--- config.mk ---
export PLATFORM = sky130hd
export DESIGN_NAME = block_bitmap_allocator_flat
export DESIGN_NICKNAME = d
export VERILOG_FILES = /design/src/hdl/bba_pkg.sv /design/src/hdl/bba_req_if.sv /design/src/hdl/bba_rsp_if.sv /design/src/hdl/bba_map_mem.sv /design/src/hdl/bba_scan_unit.sv /design/src/hdl/block_bitmap_allocator.sv /design/src/flat_wrapper.sv
export SDC_FILE = /design/constraint.sdc
export NUM_CORES = 1
export LEC_CHECK = 0
export BUFFER_PORTS_ARGS = -buffer_cell sky130_fd_sc_hd__buf_2
export CAP_MARGIN = 20
export CORE_AREA = 2 2 349 265
export DETAILED_ROUTE_END_ITERATION = 10
export DIE_AREA = 0 0 351 267
export GPL_TIMING_DRIVEN = 0
export HOLD_SLACK_MARGIN = 0.15
export PLACE_DENSITY = 0.71
export SYNTH_ARGS = -nofsm -noshare
export SYNTH_HDL_FRONTEND = slang
export SYNTH_SLANG_ARGS = --single-unit
export TNS_END_PERCENT = 20
--- constraint.sdc ---
create_clock -name clock -period 11.9 [get_ports clock]
set_clock_uncertainty 0.2 [all_clocks]
set_input_delay 1.785 -clock clock [delete_from_list [all_inputs] [get_ports clock]]
set_output_delay 1.785 -clock clock [all_outputs]
set_load 0.01 [all_outputs]
--- src/hdl/bba_pkg.sv ---
// Shared constants, codes and types of the block bitmap allocator.
package bba_pkg;

   localparam int unsigned MAX_BLOCKS = 1024;
   localparam int unsigned WORD_BITS  = 32;
   localparam int unsigned MAP_WORDS  = (MAX_BLOCKS + WORD_BITS - 1) / WORD_BITS;
   localparam int unsigned IDX_W      = $clog2(MAX_BLOCKS);
   localparam int unsigned CNT_W      = IDX_W + 1;
   localparam int unsigned BIT_W      = $clog2(WORD_BITS);
   localparam int unsigned WADDR_W    = $clog2(MAP_WORDS);
   localparam int unsigned STAT_W     = 2;

   localparam logic OP_ALLOC = 1'b0;
   localparam logic OP_FREE  = 1'b1;

   typedef enum logic [STAT_W-1:0] {
      ST_OK        = 2'd0,
      ST_NO_SPACE  = 2'd1,
      ST_NOT_ALLOC = 2'd2,
      ST_RANGE     = 2'd3
   } status_type;

   typedef enum logic [1:0] {
      S_IDLE,
      S_SCAN,
      S_FREE,
      S_DONE
   } fsm_state_type;

   typedef struct packed {
      logic                 found;
      logic                 last;
      logic [BIT_W-1:0]     bit_pos;
      logic [WORD_BITS-1:0] new_word;
   } scan_res_type;

   typedef struct packed {
      logic                 en;
      logic [WADDR_W-1:0]   addr;
      logic [WORD_BITS-1:0] data;
   } mem_wr_type;

endpackage

--- src/hdl/bba_req_if.sv ---
// Request channel: opcode and block index with valid/ready.
interface bba_req_if import bba_pkg::*; ();
   logic             valid;
   logic             ready;
   logic             opcode;
   logic [IDX_W-1:0] block_index;

   modport source (output valid, output opcode, output block_index, input ready);
   modport sink   (input valid, input opcode, input block_index, output ready);
endinterface

--- src/hdl/bba_rsp_if.sv ---
// Response channel: status, allocated index and free count with valid/ready.
interface bba_rsp_if import bba_pkg::*; ();
   logic              valid;
   logic              ready;
   logic [STAT_W-1:0] status;
   logic [IDX_W-1:0]  result_index;
   logic [CNT_W-1:0]  free_count;

   modport source (output valid, output status, output result_index, output free_count,
                   input ready);
   modport sink   (input valid, input status, input result_index, input free_count,
                   output ready);
endinterface

--- src/hdl/bba_map_mem.sv ---
// Used-block bitmap store: one write and one registered read a cycle, per-word valid bits.
module bba_map_mem import bba_pkg::*; (
   input  logic                 clock,
   input  logic                 reset,
   input  logic [WADDR_W-1:0]   rd_addr,
   output logic [WORD_BITS-1:0] rd_word,
   input  mem_wr_type           wr
);

   logic [WORD_BITS-1:0] mem [MAP_WORDS];
   logic [MAP_WORDS-1:0] valid_ff;
   logic [WORD_BITS-1:0] rd_data_ff;
   logic                 rd_valid_ff;

   always_ff @(posedge clock) begin
      if (wr.en) begin
         mem[wr.addr] <= wr.data;
      end
      rd_data_ff <= mem[rd_addr];
   end

   // a word never written reads as all free
   always_ff @(posedge clock) begin
      if (reset) begin
         valid_ff    <= '0;
         rd_valid_ff <= 1'b0;
      end else begin
         if (wr.en) begin
            valid_ff[wr.addr] <= 1'b1;
         end
         rd_valid_ff <= valid_ff[rd_addr];
      end
   end

   assign rd_word = rd_valid_ff ? rd_data_ff : '0;

endmodule

--- src/hdl/bba_scan_unit.sv ---
// Word scanner: masks blocks beyond the total and finds the lowest free bit.
module bba_scan_unit import bba_pkg::*; (
   input  logic [WORD_BITS-1:0] map_word,
   input  logic [WADDR_W-1:0]   word_addr,
   input  logic [CNT_W-1:0]     total,
   output scan_res_type         res
);

   logic [CNT_W-1:0]     base;
   logic [CNT_W-1:0]     rem;
   logic [WORD_BITS-1:0] mask;
   logic [WORD_BITS-1:0] free_bits;
   logic [BIT_W-1:0]     pos;

   assign base = CNT_W'({word_addr, {BIT_W{1'b0}}});
   assign rem  = (total > base) ? (total - base) : '0;
   assign mask = (rem >= CNT_W'(WORD_BITS)) ? '1
                                            : ~({WORD_BITS{1'b1}} << rem[BIT_W-1:0]);
   assign free_bits = ~map_word & mask;

   always_comb begin
      pos = '0;
      for (int b = WORD_BITS - 1; b >= 0; b--) begin
         if (free_bits[b]) begin
            pos = BIT_W'(b);
         end
      end
   end

   assign res.found    = |free_bits;
   assign res.last     = (rem <= CNT_W'(WORD_BITS));
   assign res.bit_pos  = pos;
   assign res.new_word = map_word | (WORD_BITS'(1) << pos);

endmodule

--- src/hdl/block_bitmap_allocator.sv ---
// Top level of the first-fit block bitmap allocator.
//
//   port       dir   word                                   handshake
//   req_chan   in    opcode, block_index                    valid/ready
//   rsp_chan   out   status, result_index, free_count       valid/ready
//   csr_wr_*   in    total_blocks (11 bits)                 write enable, no wait
//
// Allocate: scans N bitmap words (1..32), then responds; the map
// store gives one word a cycle to the scanner, reads running one word ahead.
// Free: read, test and write back, respond; out of range: respond only, with no map write.
// Reset clears the map at once through per-word valid bits; no clearing pass.
// A new word is taken while the previous response still waits on rsp_chan.ready;
// the block holds its own result until the response register is free.
module block_bitmap_allocator import bba_pkg::*; (
   input  logic             clock,
   input  logic             reset,
   bba_req_if.sink          req_chan,
   bba_rsp_if.source        rsp_chan,
   input  logic             csr_wr_en,
   input  logic [CNT_W-1:0] csr_wr_data
);

   fsm_state_type state_ff, state_in;

   logic [CNT_W-1:0]   total_ff;
   logic [CNT_W-1:0]   used_ff;
   logic [IDX_W-1:0]   idx_ff;
   logic [WADDR_W-1:0] cur_ff;
   status_type         status_ff;
   logic [IDX_W-1:0]   res_idx_ff;

   logic               rsp_valid_ff;
   status_type         rsp_status_ff;
   logic [IDX_W-1:0]   rsp_index_ff;
   logic [CNT_W-1:0]   rsp_free_ff;

   logic               accept;
   logic               range_bad;
   logic               slot_free;
   logic               bit_used;
   logic [WADDR_W-1:0] rd_addr;
   logic [WORD_BITS-1:0] rd_word;
   mem_wr_type         wr;
   scan_res_type       scan;
   logic [CNT_W-1:0]   free_now;

   bba_map_mem u_map (
      .clock   (clock),
      .reset   (reset),
      .rd_addr (rd_addr),
      .rd_word (rd_word),
      .wr      (wr)
   );

   bba_scan_unit u_scan (
      .map_word  (rd_word),
      .word_addr (cur_ff),
      .total     (total_ff),
      .res       (scan)
   );

   assign accept    = req_chan.valid && req_chan.ready;
   assign range_bad = ({1'b0, req_chan.block_index} >= total_ff);
   assign slot_free = !rsp_valid_ff || rsp_chan.ready;
   assign bit_used  = rd_word[idx_ff[BIT_W-1:0]];
   assign free_now  = (total_ff > used_ff) ? (total_ff - used_ff) : '0;

   // next state
   always_comb begin
      state_in = state_ff;
      unique case (state_ff)
         S_IDLE: begin
            if (accept) begin
               if (req_chan.opcode == OP_FREE) begin
                  state_in = range_bad ? S_DONE : S_FREE;
               end else begin
                  state_in = S_SCAN;
               end
            end
         end
         S_SCAN: begin
            if (scan.found || scan.last) begin
               state_in = S_DONE;
            end
         end
         S_FREE: state_in = S_DONE;
         S_DONE: begin
            if (slot_free) begin
               state_in = S_IDLE;
            end
         end
         default: state_in = S_IDLE;
      endcase
   end

   // sequencer outputs
   always_comb begin
      req_chan.ready = 1'b0;
      rd_addr        = '0;
      wr.en          = 1'b0;
      wr.addr        = cur_ff;
      wr.data        = scan.new_word;
      unique case (state_ff)
         S_IDLE: begin
            req_chan.ready = 1'b1;
            if (req_chan.opcode == OP_FREE) begin
               rd_addr = req_chan.block_index[IDX_W-1:BIT_W];
            end
         end
         S_SCAN: begin
            // fetch the next word while this one is checked
            rd_addr = cur_ff + WADDR_W'(1);
            wr.en   = scan.found;
         end
         S_FREE: begin
            wr.en   = bit_used;
            wr.addr = idx_ff[IDX_W-1:BIT_W];
            wr.data = rd_word & ~(WORD_BITS'(1) << idx_ff[BIT_W-1:0]);
         end
         S_DONE: begin
         end
         default: begin
         end
      endcase
   end

   always_ff @(posedge clock) begin
      if (reset) begin
         state_ff     <= S_IDLE;
         total_ff     <= CNT_W'(MAX_BLOCKS);
         used_ff      <= '0;
         rsp_valid_ff <= 1'b0;
      end else begin
         state_ff <= state_in;
         if (csr_wr_en) begin
            total_ff <= (csr_wr_data > CNT_W'(MAX_BLOCKS)) ? CNT_W'(MAX_BLOCKS) : csr_wr_data;
         end
         if (state_ff == S_SCAN && scan.found) begin
            used_ff <= used_ff + CNT_W'(1);
         end else if (state_ff == S_FREE && bit_used) begin
            used_ff <= used_ff - CNT_W'(1);
         end
         if (state_ff == S_DONE && slot_free) begin
            rsp_valid_ff <= 1'b1;
         end else if (rsp_chan.ready) begin
            rsp_valid_ff <= 1'b0;
         end
      end
   end

   always_ff @(posedge clock) begin
      if (accept) begin
         idx_ff     <= req_chan.block_index;
         cur_ff     <= '0;
         res_idx_ff <= '0;
         status_ff  <= (req_chan.opcode == OP_FREE && range_bad) ? ST_RANGE : ST_OK;
      end
      if (state_ff == S_SCAN) begin
         cur_ff <= cur_ff + WADDR_W'(1);
         if (scan.found) begin
            res_idx_ff <= {cur_ff, scan.bit_pos};
         end else if (scan.last) begin
            status_ff <= ST_NO_SPACE;
         end
      end
      if (state_ff == S_FREE && !bit_used) begin
         status_ff <= ST_NOT_ALLOC;
      end
      if (state_ff == S_DONE && slot_free) begin
         rsp_status_ff <= status_ff;
         rsp_index_ff  <= res_idx_ff;
         rsp_free_ff   <= free_now;
      end
   end

   assign rsp_chan.valid        = rsp_valid_ff;
   assign rsp_chan.status       = rsp_status_ff;
   assign rsp_chan.result_index = rsp_index_ff;
   assign rsp_chan.free_count   = rsp_free_ff;

   a_used_bounded: assert property (@(posedge clock) disable iff (reset)
      used_ff <= CNT_W'(MAX_BLOCKS))
      else $error("used count above block maximum");

   a_write_when_busy: assert property (@(posedge clock) disable iff (reset)
      wr.en |-> (state_ff == S_SCAN || state_ff == S_FREE))
      else $error("bitmap written outside scan or free");

   a_busy_after_accept: assert property (@(posedge clock) disable iff (reset)
      accept |=> (state_ff != S_IDLE))
      else $error("sequencer idle right after a request word");

   a_done_loads_rsp: assert property (@(posedge clock) disable iff (reset)
      (state_ff == S_DONE && slot_free) |=> (rsp_valid_ff && state_ff == S_IDLE))
      else $error("finished request did not reach the response register");

endmodule

--- src/flat_wrapper.sv ---
// flat-port wrapper written by rule: the top's interface ports become plain ports
module block_bitmap_allocator_flat import bba_pkg::*;
  (clock, reset, csr_wr_en, csr_wr_data, req_chan_valid, req_chan_opcode, req_chan_block_index, req_chan_ready, rsp_chan_valid, rsp_chan_status, rsp_chan_result_index, rsp_chan_free_count, rsp_chan_ready);
  bba_req_if req_chan_i ();
  bba_rsp_if rsp_chan_i ();
  input  logic clock;
  input  logic reset;
  input  logic csr_wr_en;
  input  logic [CNT_W-1:0] csr_wr_data;
  input wire logic [$bits(req_chan_i.valid)-1:0] req_chan_valid;
  input wire logic [$bits(req_chan_i.opcode)-1:0] req_chan_opcode;
  input wire logic [$bits(req_chan_i.block_index)-1:0] req_chan_block_index;
  output wire logic [$bits(req_chan_i.ready)-1:0] req_chan_ready;
  output wire logic [$bits(rsp_chan_i.valid)-1:0] rsp_chan_valid;
  output wire logic [$bits(rsp_chan_i.status)-1:0] rsp_chan_status;
  output wire logic [$bits(rsp_chan_i.result_index)-1:0] rsp_chan_result_index;
  output wire logic [$bits(rsp_chan_i.free_count)-1:0] rsp_chan_free_count;
  input wire logic [$bits(rsp_chan_i.ready)-1:0] rsp_chan_ready;
  assign req_chan_i.valid = req_chan_valid;
  assign req_chan_i.opcode = req_chan_opcode;
  assign req_chan_i.block_index = req_chan_block_index;
  assign req_chan_ready = req_chan_i.ready;
  assign rsp_chan_valid = rsp_chan_i.valid;
  assign rsp_chan_status = rsp_chan_i.status;
  assign rsp_chan_result_index = rsp_chan_i.result_index;
  assign rsp_chan_free_count = rsp_chan_i.free_count;
  assign rsp_chan_i.ready = rsp_chan_ready;
  block_bitmap_allocator u_core (.clock(clock), .reset(reset), .req_chan(req_chan_i), .rsp_chan(rsp_chan_i), .csr_wr_en(csr_wr_en), .csr_wr_data(csr_wr_data));
endmodule
==> impl_metrics.toml <==
[yosys]
synth_seq_area_share_pct = 69.0
synth_enable_flop_cells = 1062
syn-cell-area_sq_um = 49200
synth-adder-area-share_pct = 1.16
ys_ff_latch = 1164
synth_top_area_share_pct = 64.8
ys_warn_count = 0
synthesis.nets = 3892
synth_top_family_by_area = "compound AO/OA/AOI/OAI gates"
synth_mux_area_share_pct = 0.516
synth_top_flop_cell = "edfxtp_1"
async_flop_share_pct = 0
syn_inst = 3822
synth_simple_gate_area_share_pct = 11.3
synthTopCellsByArea = "edfxtp_1, a211oi_1, nand2_1, dfxtp_1, and2_1"
synth_xor_area_share_pct = 0.267
synth_compound_area_share_pct = 15.2
avgSynthCellArea_sq_um = 12.9
synth_top_area_cell = "edfxtp_1"
synth.distinct_cells = 84

[floorplanning]
core-area_sq_um = 90400
die_h_um = 267
die_x_um = 351
dieArea_sq_um = 93700
row_count = 96
start_util_pct = 54.4
io_pins = 52

[setup_path]
start_kind = "register"
critPathCaptureType = "register"
worstPathArrival_ns = 8.73
path_class = "reg -> reg"
rr_worst_depth = 23
required_ns = 12.32
crit_path_max_fanout = 19

[cts]
cts_buffers = 106
cts_tree = "built"
clk_path_buf_depth = 3
ctsRootBufferMaster = "clkbuf_16"
clkTransAtPathRegs_ns = 0.07
clock-sinks = 1164
clk_latency_ns = 0.70
post-cts-setup-buffers = 0
cts_resized = 0
htree_levels = 3
cts_hold_buf = 0

[timing]
fin_setup_tns_ns = 0
fmax_ghz = 0.120
fin_crit_ns = 8.31
maxSlewHeadroom_pct = 12.6
hold_violations = 0
setup_viol = 0
hold_slack_ns = 0.233
rsz0062_at_grt = "no"
maxSlewViolCount = 0
tightest_slew_ns = 1.30
setup_ws_ns = 3.59
period_share_pct = 69.8

[route]
drt_wl_total_um = 159000
wl_per_cell_um = 29.5
vias = 35300
ant_nets = 0
via_per_inst = 6.55
route.detailed.drc = 0
drtIter0Drc = 5680
drt_first_pass_iters = 8

[placed_design]
hpwl_um = 113000
place.port_buffers = 49
placed_cell_area_sq_um = 53200
place_ws_ns = 3.90
post-place-cells = 5174
gp_congestion = 1.05

[layout]
final_core_util_pct = 62.8
nNetsFinal = 4142
drive_gt1_share_pct = 9.70
fin_cells = 5389
area_growth_pct = 15.4
stdcell_area_sq_um = 56800

[hold_path]
hold_path.class = "reg -> reg"
worstHoldPathCells = 0

[pwr]
power.total_mw = 14.6
leakagePower_nw = 18.6
ir_worst_vdd_uv = 144
power_density_nw_per_um2 = 257

[status]
status = "finished, final reports clean"

[global_route]
antenna_found_initial = 7
grt_max_degree = 33
grt_pass1_vias = 32600
grt_pass1_wl_um = 226000
grt_overflow = 0
grtUsageTotal_pct = 33.6

[flow_run]
drv_cap = 0
[power by group]
part	total (mW)	leakage, nW	internal (mW)	switching, mW
Clock	3.43	1.67	1.92	1.52
Sequential	5.16	10.6	5.01	0.145
Combinational	6.03	6.30	1.64	4.39
[final timing paths]
check	slack (ns)	to	startpoint
worst max-delay path	3.59	u_core.used_ff[9]	u_core.cur_ff[2]
worst min-delay path	0.23	u_core.rsp_chan.result_index[2]	u_core.res_idx_ff[2]
worst max register to register	3.59	u_core.used_ff[9]	u_core.cur_ff[2]
worst min register to register	0.23	u_core.rsp_chan.result_index[2]	u_core.res_idx_ff[2]
[metal layers]
metal  up-vias  share of wire, %  track usage [%]
met4         2               3.4             11.3
met1     17500                40             49.7
met2      2378                42             47.3
met5         -            0.0069                0
met3       319                14             10.1
li1      15100                 -                -
[worst max-delay path: stages (launching register included)]
cell and delay, ns:
edfxtp_1 0.33, clkbuf_1 0.31, inv_1 0.27, ha_1 0.43, a211oi_1 0.58, mux2i_1 0.30
a31oi_1 0.24, o31ai_1 0.84, a32oi_1 0.29, or4b_1 0.60, clkbuf_4 0.21, o31ai_4 0.58
clkbuf_1 0.86, ha_1 0.39, a21o_1 0.17, a21oi_1 0.24, o21bai_1 0.16, a21oi_1 0.25
o21ai_0 0.18, a21o_1 0.21, a21oi_1 0.18, xnor2_1 0.15, nand2_1 0.07, a21oi_1 0.16
[cell usage in the layout (no fill, tap or decap), types with 10 or more instances in the layout]
cell type     n
a211oi_1    376
a21o_1       42
a21oi_1     150
a311oi_1    135
a31oi_1     173
and2_0       22
and2_1      260
buf_1        12
buf_12       38
buf_16       22
buf_2        54
buf_8        15
bufinv_16    11
clkbuf_1    291
clkbuf_16   108
clkinv_1     21
clkinv_2     15
dfxtp_1     102
edfxtp_1   1062
ha_1         40
inv_1        49
nand2_1     610
nand2b_1     14
nand3_1      52
nor2_1      118
nor2_4       32
nor2b_1      16
nor3_1       13
o211ai_1     14
o21ai_0      39
o22ai_4      19
xnor2_1      10
[synth_stat cells (all sizes together), types with 7 or more instances]
cell / n
ha: 40
and2: 284
nor2: 150
edfxtp: 1062
buf: 19
inv: 49
nand2: 611
o21a: 8
nor3: 13
a31o: 7
o22ai: 27
o32ai: 7
a21boi: 8
a211oi: 376
nor2b: 17
nand2b: 15
o31ai: 7
xnor2: 10
mux4: 9
o21ai: 54
clkbuf: 264
dfxtp: 102
o211ai: 14
a31oi: 173
nand3: 52
a21o: 43
a21oi: 150
a311oi: 135
[state kept, by name, indices dropped and copies added (netlist names), 5 cells and up]
signal	flops
u_core.rsp_chan.free_count	11
u_core.res_idx_ff	10
u_core.u_map.valid_ff	32
u_core.idx_ff	10
u_core.cur_ff	5
u_core.used_ff	11
u_core.total_ff	11
u_core.rsp_chan.result_index	10
u_core.u_map.rd_data_ff	32
u_core.u_map.mem	1024
[area by class of cell]
class | count | area (sq um)
Sequential cell | 1164 | 33900
Clock inverter | 60 | 611
Fill cell | 6806 | 33600
Inverter | 49 | 184
Multi-Input combinational cell | 2326 | 14600
Clock buffer | 139 | 2830
Tap cell | 1225 | 1530
Buffer | 283 | 1110
Timing Repair Buffer | 142 | 1970
Antenna cell | 1 | 2.50
[cells by family (layout without fill, tap and decap cells)]
family,count (synthesis),after routing
other,0,1
AOI/OAI and AO/OA,1058,1058
and+or+nand+nor,1195,1195
xor gates and xnor gates,15,15
DFF,1164,1164
adders and majority gates,44,44
muxes,14,14
buffers and inverters,332,673
Power figures use the tool's default switching activity.
